### config.mk
export PLATFORM = sky130hd
export DESIGN_NAME = html_paragraph_text_extractor
export DESIGN_NICKNAME = d
export VERILOG_FILES = /design/src/sv/hpte_pkg.sv /design/src/sv/hpte_scan.sv /design/src/sv/html_paragraph_text_extractor.sv
export SDC_FILE = /design/constraint.sdc
export NUM_CORES = 1
export LEC_CHECK = 0
export ABC_AREA = 1
export BUFFER_PORTS_ARGS = -buffer_cell sky130_fd_sc_hd__buf_2
export CAP_MARGIN = 20
export CORE_ASPECT_RATIO = 0.9
export CORE_MARGIN = 5
export CORE_UTILIZATION = 48
export CTS_CLUSTER_DIAMETER = 100
export DETAILED_ROUTE_END_ITERATION = 7
export PLACE_DENSITY = 0.76
export REMOVE_ABC_BUFFERS = 1
export SLEW_MARGIN = 20
export SYNTH_ARGS = -nofsm -noshare
export SYNTH_HDL_FRONTEND = slang
export SYNTH_SLANG_ARGS = --single-unit
### constraint.sdc
create_clock -name clock -period 1.4 [get_ports clock]
set_input_delay 0.28 -clock clock [delete_from_list [all_inputs] [get_ports clock]]
set_output_delay 0.28 -clock clock [all_outputs]
set_load 0.01 [all_outputs]
### src/sv/hpte_pkg.sv
// ----------------------------------------------------------------------------
// hpte_pkg
// Types and constants shared by the HTML paragraph text extractor.
// ----------------------------------------------------------------------------
package hpte_pkg;

   typedef struct packed {
      logic [7:0] text_byte;
      logic       doc_last;
   } req_item_type;

   typedef struct packed {
      logic [7:0] out_byte;
      logic       keep;
      logic       doc_end;
   } rsp_item_type;

   localparam logic [1:0] MODE_OUTSIDE   = 2'd0;
   localparam logic [1:0] MODE_OPEN_TAG  = 2'd1;
   localparam logic [1:0] MODE_CONTENT   = 2'd2;
   localparam logic [1:0] MODE_INNER_TAG = 2'd3;

   localparam logic [7:0] CH_LT    = 8'h3C;
   localparam logic [7:0] CH_GT    = 8'h3E;
   localparam logic [7:0] CH_SLASH = 8'h2F;
   localparam logic [7:0] CH_P     = 8'h70;

   // Progress through the "</p" close sequence.
   localparam logic [1:0] CLOSE_NONE  = 2'd0;
   localparam logic [1:0] CLOSE_LT    = 2'd1;
   localparam logic [1:0] CLOSE_SLASH = 2'd2;

   localparam logic [1:0] TAG_POS_MAX = 2'd3;
   localparam logic [1:0] TAG_POS_P   = 2'd2;

   typedef struct packed {
      logic [1:0] mode;
      logic       saw_lt;
      logic [1:0] close_prog;
      logic       close_in_tag;
      logic [1:0] tag_pos;
   } scan_state_type;

   localparam scan_state_type SCAN_RESET = '{
      mode: MODE_OUTSIDE, saw_lt: 1'b0, close_prog: CLOSE_NONE,
      close_in_tag: 1'b0, tag_pos: 2'd0};

endpackage

### src/sv/hpte_scan.sv
// ----------------------------------------------------------------------------
// hpte_scan
// Paragraph scanner: state registers and the per-byte classify/update logic.
// ----------------------------------------------------------------------------
module hpte_scan
   import hpte_pkg::*;
(
   input  logic         clock,
   input  logic         reset,
   input  logic         advance,
   input  req_item_type item,
   output rsp_item_type result
);

   scan_state_type state_ff, state_in, next_st;
   logic           keep;
   logic [1:0]     pos;

   always_comb begin
      next_st = state_ff;
      keep    = 1'b0;
      pos     = (state_ff.tag_pos < TAG_POS_MAX) ? state_ff.tag_pos + 2'd1 : TAG_POS_MAX;
      unique case (state_ff.mode)
         MODE_OUTSIDE: begin
            if (state_ff.saw_lt && item.text_byte == CH_P) begin
               next_st.mode   = MODE_OPEN_TAG;
               next_st.saw_lt = 1'b0;
            end else begin
               next_st.saw_lt = (item.text_byte == CH_LT);
            end
         end
         MODE_OPEN_TAG: begin
            if (item.text_byte == CH_GT) next_st.mode = MODE_CONTENT;
         end
         MODE_CONTENT: begin
            if (item.text_byte == CH_LT) begin
               next_st.mode         = MODE_INNER_TAG;
               next_st.tag_pos      = 2'd0;
               next_st.close_prog   = CLOSE_LT;
               next_st.close_in_tag = 1'b0;
            end else begin
               keep = 1'b1;
            end
         end
         MODE_INNER_TAG: begin
            next_st.tag_pos = pos;
            if (item.text_byte == CH_GT) begin
               next_st.mode         = state_ff.close_in_tag ? MODE_OUTSIDE : MODE_CONTENT;
               next_st.close_prog   = CLOSE_NONE;
               next_st.close_in_tag = 1'b0;
               next_st.tag_pos      = 2'd0;
               next_st.saw_lt       = 1'b0;
            end else if (item.text_byte == CH_LT) begin
               next_st.close_prog = CLOSE_LT;
            end else if (item.text_byte == CH_SLASH && state_ff.close_prog == CLOSE_LT) begin
               next_st.close_prog = CLOSE_SLASH;
            end else if (item.text_byte == CH_P && state_ff.close_prog == CLOSE_SLASH) begin
               next_st.close_prog = CLOSE_NONE;
               if (pos == TAG_POS_P) begin
                  // close tag at tag start: paragraph ends right after the 'p'
                  next_st.mode         = MODE_OUTSIDE;
                  next_st.saw_lt       = 1'b0;
                  next_st.close_in_tag = 1'b0;
                  next_st.tag_pos      = 2'd0;
               end else begin
                  next_st.close_in_tag = 1'b1;
               end
            end else begin
               next_st.close_prog = CLOSE_NONE;
            end
         end
         default: next_st = state_ff;
      endcase
   end

   assign state_in = item.doc_last ? SCAN_RESET : next_st;

   always_ff @(posedge clock) begin
      if (reset) begin
         state_ff <= SCAN_RESET;
      end else if (advance) begin
         state_ff <= state_in;
      end
   end

   assign result.out_byte = item.text_byte;
   assign result.keep     = keep;
   assign result.doc_end  = item.doc_last;

endmodule

### src/sv/html_paragraph_text_extractor.sv
// ----------------------------------------------------------------------------
// html_paragraph_text_extractor
// Byte stream filter that flags the text bytes of HTML paragraphs.
// ----------------------------------------------------------------------------
// Usage:
//   req_* carries one document byte per transaction with doc_last on the
//   final byte; rsp_* returns one result per byte, in order: the byte, a
//   keep flag for paragraph text, and doc_end echoing doc_last.
//   The byte is held in an input register; the scanner classifies it and
//   updates its state as it moves into the result register.
//   Throughput: one byte per cycle while rsp_ready stays high; the only
//   loop is the scanner state update.
//   Reset (synchronous) empties both registers and returns the scanner to
//   the outside-paragraph state; the byte flagged doc_last does the same
//   for the scanner after it is processed.
//   When the receiver stalls, the result register holds, the input register
//   still takes one more byte, and then req_ready drops until rsp_ready
//   returns.
// ----------------------------------------------------------------------------
module html_paragraph_text_extractor
   import hpte_pkg::*;
(
   input  logic         clock,
   input  logic         reset,
   input  logic         req_valid,
   output logic         req_ready,
   input  req_item_type req_data,
   output logic         rsp_valid,
   input  logic         rsp_ready,
   output rsp_item_type rsp_data
);

   logic         in_valid_ff, in_valid_in;
   req_item_type in_item_ff;
   logic         out_valid_ff, out_valid_in;
   rsp_item_type out_item_ff;
   rsp_item_type scan_result;
   logic         out_load;
   logic         in_load;

   assign out_load    = in_valid_ff && (!out_valid_ff || rsp_ready);
   assign req_ready   = !in_valid_ff || out_load;
   assign in_load     = req_valid && req_ready;
   assign in_valid_in = in_load || (in_valid_ff && !out_load);
   assign out_valid_in = out_load || (out_valid_ff && !rsp_ready);

   hpte_scan u_scan (
      .clock   (clock),
      .reset   (reset),
      .advance (out_load),
      .item    (in_item_ff),
      .result  (scan_result)
   );

   always_ff @(posedge clock) begin
      if (reset) begin
         in_valid_ff  <= 1'b0;
         out_valid_ff <= 1'b0;
      end else begin
         in_valid_ff  <= in_valid_in;
         out_valid_ff <= out_valid_in;
      end
   end

   always_ff @(posedge clock) begin
      if (in_load) in_item_ff <= req_data;
      if (out_load) out_item_ff <= scan_result;
   end

   assign rsp_valid = out_valid_ff;
   assign rsp_data  = out_item_ff;

endmodule

# Word level (Yosys, flattened, before mapping)
# Cells that the tools add are included.
[op_classes]
eq_ne = 17
magnitude_cmp = 1
n_mux = 24
n_reduce_logical = 22
addsub = 1
[ops]
columns = ["cell", "n"]
rows = [
  ["== test 8 x 6 -> 1 bit (second input constant)", 3],
  ["two-way mux 3 bit", 7],
  ["two-way mux 2 bit", 8],
  ["two-way mux 8 bit", 2],
  ["AND reduction 6 bit", 2],
  ["one-hot mux 5 bit (2 select lines)", 1],
  ["inequality test 3 x 2 -> 1 bit (second input constant)", 3],
  ["== test 2 bit (second input constant)", 4],
  ["== test 8 x 7 -> 1 bit (second input constant)", 1],
  ["inequality test 4 x 2 -> 1 bit (second input constant)", 2],
  ["one-hot mux 2 bit (4 select lines)", 1],
  ["AND reduction 8 bit", 1],
  ["logical AND 1 bit", 7],
  ["nonzero test 3 bit", 2],
  ["two-way mux 5 bit", 1],
  ["== test 2 x 1 -> 1 bit (second input constant)", 2],
  ["logical NOT 1 bit", 4],
  ["logical OR 1 bit", 4],
  ["inequality test 4 x 3 -> 1 bit (second input constant)", 1],
  ["inequality test 4 bit (second input constant)", 1],
  ["two-way mux 1 bit", 3],
  ["AND reduction 3 bit", 1],
  ["adder 2 x 1 -> 2 bit (second input constant)", 1],
  ["logical NOT 2 bit", 1],
  ["other kinds (2)", 2],
]
[totals]
output_inout_bits = 12
regBits = 29

# Longest topological paths before layout
[logic_depth]
depth_word = 10
depth_mapped = 10

# Cells and area by module
# A second synthesis with hierarchy kept.
[unflattened]
cells_unflattened = 151
hier_area_um2 = 1425.1
[modules_own_cells]
columns = ["module", "cells_per_inst", "area_per_inst_um2", "seq_area_each_um2", "n_inst"]
rows = [
  ["hpte_scan", 120, 763.2, 160.2, 1],
  ["html_paragraph_text_extractor", 31, 661.9, 610.6, 1],
]

# Worst setup path after synthesis
# No wires, ideal clock.
[synth_timing]
path_type = "reg2reg"
from = "reg out_valid_ff (netlist: rsp_valid)"
to = "reg u_scan.state_ff[7] in the netlist's numbering"
setup_time_ns = 0.115
arrival_ns = 1.301
stages_incl_launch_ff = 7
path_slack_ns = -0.016
period_less_slack_ns = 1.416
cell_sequence = "dfxtp_1 > a21oi_2 > nand2_1 > nor2_2 > nand3_1 > nand2_1 > nor2_1"
[synth_via]
elab_chain_cells = 4
[synth_rtl]
columns = ["item", "line_no", "rtl"]
rows = [
  ["start, declared", "html_paragraph_text_extractor.sv:35", "logic out_valid_ff, out_valid_in;"],
  ["start signal, assigned", "html_paragraph_text_extractor.sv:61", "out_valid_ff <= out_valid_in;"],
  ["logical NOT 1 bit", "html_paragraph_text_extractor.sv:41", "assign out_load = in_valid_ff && (!out_valid_ff || rsp_ready);"],
  ["logical OR 1 bit", "html_paragraph_text_extractor.sv:41", ""],
  ["logical AND 1 bit", "html_paragraph_text_extractor.sv:41", ""],
  ["named net out_load", "html_paragraph_text_extractor.sv:38", "logic out_load;"],
  ["AND reduction 8 bit (no source line)", "-", ""],
  ["end signal, assigned", "hpte_scan.sv:82", "state_ff <= state_in;"],
  ["end, declared", "hpte_scan.sv:15", "scan_state_type state_ff, state_in, next_st;"],
]
# The timed path passes the listed nets, and every way through them passes these cells.
# A chain may end at the register's enable or synchronous reset.

# Final worst setup path
[layout_timing]
from = "reg in_item_ff[1] in the netlist's numbering"
to = "reg u_scan.state_ff[0] in the netlist's numbering"
[layout_via]
elab_chain_cells = 8
elab_cells_between_ends = 14
classes_between = "eq/ne (5); mux (6); reduce/logical (3)"
[layout_rtl]
columns = ["item", "line_no", "rtl"]
rows = [
  ["start, declared", "html_paragraph_text_extractor.sv:34", "req_item_type in_item_ff;"],
  ["start signal, assigned", "html_paragraph_text_extractor.sv:66", "if (in_load) in_item_ff <= req_data;"],
  ["== test 8 x 7 -> 1 bit", "hpte_scan.sv:57", "end else if (item.text_byte == CH_P && state_ff.close_prog == CLOSE_SLASH) begin"],
  ["logical AND 1 bit", "hpte_scan.sv:57", ""],
  ["two-way mux 3 bit", "hpte_scan.sv:57", ""],
  ["two-way mux 3 bit", "hpte_scan.sv:55", "end else if (item.text_byte == CH_SLASH && state_ff.close_prog == CLOSE_LT) begin"],
  ["two-way mux 3 bit", "hpte_scan.sv:53", "end else if (item.text_byte == CH_LT) begin"],
  ["two-way mux 8 bit", "hpte_scan.sv:47", "if (item.text_byte == CH_GT) begin"],
  ["one-hot mux 5 bit (2 select lines)", "hpte_scan.sv:23", "unique case (state_ff.mode)"],
  ["two-way mux 8 bit", "hpte_scan.sv:76", "assign state_in = item.doc_last ? SCAN_RESET : next_st;"],
]
# Several ways; a longest one is shown, not always the timed one. The select of a mux whose other input is x is not followed.

==> metrics.csv <==
metric,value,unit
status,"complete, but fails checks",
failed_checks,setup timing,
root_buffer,clkbuf_4,
htree_levels,2,
startpoint_type,flop,
finalWorstSetupSlack,-0.07669,ns
die_x,64.99,µm
switching_share,25.81,%
final_nets,194,
worstReg2RegEnd,u_scan.state_ff[0]$_SDFFE_PP0P_,
synth_cells,137,
vias_per_cell,4.972,
seq_area_frac_synth,59.00,%
clk_transition_reported_paths,0.09,ns
pre_cts_slack,-0.06337,ns
tritoncts,built,
critPathMaxFanout,7,
synthTopCellsByCount,"nand2_1 (24), inv_1 (22), edfxtp_1 (19), nor2_1 (15), dfxtp_1 (10)",
reg2reg_from,in_item_ff[1]$_DFFE_PP_,
clockPowerShare,28.3,%
rows,18,
grt_overflow,0,
core,0.002680,mm²
syn_avg_cell_area,9.535,µm²
r2r_setup_slack,-0.08,ns
min_period,1.477,ns
ys_seq_elements,29,
grt_use_total,14.81,%
clock-sinks,29,
rsz0062_at_grt,yes,
start_util,48.74,%
worstSkewPairLatency,0.33,ns
fin_crit_sh,105.5,%
cp_num_buf_inv,2,
dieArea,0.003866,mm²
r2r_cells,9,
ir_drop,0.6878,mV
fmax,677.2,MHz
min_path_type,input port to flop,
worst_slew_pin_slew,0.3943,ns
vias,1054,
cts_made_buffers,5,
synthArstFlopShare,0,%
drive_gt1_share,42.31,%
finalHoldViolations,0,
min_delay_worst_endpoint,in_item_ff[7]$_DFFE_PP_,
power_density,992.4,mW/mm²
firstDrtPassIters,4,
antenna_left,0,
max_cap_viol_count,0,
cp-end-kind,flop,
power_frac_seq,59.3,%
critPathKind,flop to flop,
synth_flop_cell,edfxtp_1,
power.switching,0.4307,mW
synth_edf_count,19,
drv_slew,0,
grt_start_max_net_pins,11,
yosys.area.top_type,edfxtp_1,
cp_common_cell,nand2_2,
synth.most_common_cell,nand2_1,
relSlewSlack,73.71,%
drt-wirelength-per-cell,12.80,µm
fin_util,62.75,%
crit_chain,inv_2 > nand2_2 > nor2_4 > nand2_2 > nand2_2 > nand3b_4 > buf_6 > a21oi_2 > nor2_1,
dp.final_hpwl,1.906,mm
setup_tns,-0.3325,ns
leakagePower,0.7164,nW
slowest_stage,edfxtp_1,
grt_first_pass_wirelength,4.167,mm
port_buffers,24,
drtIter0Drc,19,
cp_top_family,simple AND/OR/NAND/NOR gates,
yosys_warnings,0,
synth.area.top_cells,"edfxtp_1 (44%), dfxtp_1 (15%), nand2_1 (6.9%)",
pwr-share-comb,12.4,%
crit_arrival,1.70,ns
p_int,1.238,mW
grt_pass1_vias,1003,
syn_to_final_growth,28.74,%
hp-start,req_data[7],
hold_depth,1,
cpPeakStageDelay,0.45,ns
synth_top_area_share,43.68,%
setup_violations,7,
routed_wl,2.714,mm
drc,0,
worstPathRequired,1.63,ns
gp_congestion,0.8209,
fin_skew,0.006204,ns
io_pins,25,
die_h,59.49,µm
num_antenna_cells,0,
antenna_found_initial,0,
syn-cell-area,0.001306,mm²
cts_buffer_depth,2,
synth_cell_type_count,19,
## power by group through the flow
stage	Combinational [mW]	Clock (mW)	Sequential (mW)
2_1_floorplan	0.100	0	1.01
3_3_place_gp	0.160	0	1.01
3_5_place_dp	0.167	0	1.01
4_1_cts	0.182	0.495	0.990
5_1_grt	0.228	0.536	0.994
6_report	0.206	0.473	0.990
## timing repair
item                       CTS  global route
setup endpoints to repair    6             8
hold endpoints to repair     0             0
pin swaps                    5             6
buffers inserted             2             8
hold buffers                 0             0
gates resized for setup     13             8
## worst max-delay path by stage
stage	start	end	slack [ns]	depth (start not counted)
after floorplan	rsp_valid$_SDFF_PP0_	u_scan.state_ff[7]$_SDFFE_PP0P_	-0.02	6
after global placement	in_item_ff[3]$_DFFE_PP_	u_scan.state_ff[5]$_SDFFE_PP0P_	0.03	10
after detailed placement	in_item_ff[1]$_DFFE_PP_	u_scan.state_ff[7]$_SDFFE_PP0P_	-0.06	10
after CTS	in_item_ff[2]$_DFFE_PP_	u_scan.state_ff[7]$_SDFFE_PP0P_	-0.03	10
after global routing	in_item_ff[8]$_DFFE_PP_	u_scan.state_ff[2]$_SDFFE_PP0P_	-0.22	9
final	in_item_ff[1]$_DFFE_PP_	u_scan.state_ff[0]$_SDFFE_PP0P_	-0.08	9
## metal layers
metal	global-route usage (%)	part of all wire [%]	wire length, µm
met4	7.530	2.0	55
met2	26.53	51	1393
met3	5.693	5.4	146
met1	15.11	41	1118
met5	0	0	0
## area by class of cell
class / count / area (µm²)
multi-input cells: 85 / 509.2
flip-flops and latches: 29 / 770.7
inverters: 22 / 82.58
repair buffers: 38 / 229.0
clock inverters: 2 / 11.26
well taps: 30 / 37.54
fillers: 207 / 998.5
clock buffers: 6 / 41.29
## cell usage in the layout, fill, tap and decap left out, types with 2 or more instances in the layout
master,n
buf_2,24
edfxtp_1,19
inv_1,18
nand2_1,17
nor2_1,14
buf_4,13
nand2_2,12
dfxtp_1,10
nor2_4,9
nand3_1,8
a21oi_1,8
clkbuf_4,5
inv_2,4
o21ai_0,4
a21oi_2,2
nand4_1,2
nor3_1,2
## per-stage QoR
stage / hold slack, ns / instance area, µm² / instances / power [mW]
6_report: 0.1204 / 1682 / 212 / 1.669
5_1_grt: 0.1011 / 1682 / 212 / 1.758
4_1_cts: 0.09982 / 1594 / 204 / 1.667
3_5_place_dp: 0.4369 / 1489 / 194 / 1.176
3_3_place_gp: 0.4372 / 1489 / 194 / 1.166
2_1_floorplan: 0.3491 / 1301 / 136 / 1.110
## worst reg2reg max path, stage by stage (launching register included)
cell      delay [ns]
edfxtp_1        0.45
inv_2           0.11
nand2_2         0.07
nor2_4          0.12
nand2_2         0.08
nand2_2         0.09
nand3b_4        0.14
buf_6           0.16
a21oi_2         0.10
nor2_1          0.05
## cells by family after synthesis
kind of cell	Yosys count	synth area share, %
DFF	29	59.00
buffers and inverters	23	6.705
and+or+nand+nor	70	28.26
AOI/OAI and AO/OA	15	6.034
## flip-flops by register name, indices dropped and copies added, names as in the netlist
signal	cells
rsp_data	10
in_item_ff	9
u_scan.state_ff	8
in_valid_ff	1
rsp_valid	1
No activity file was read; power rests on OpenSTA's default activity.
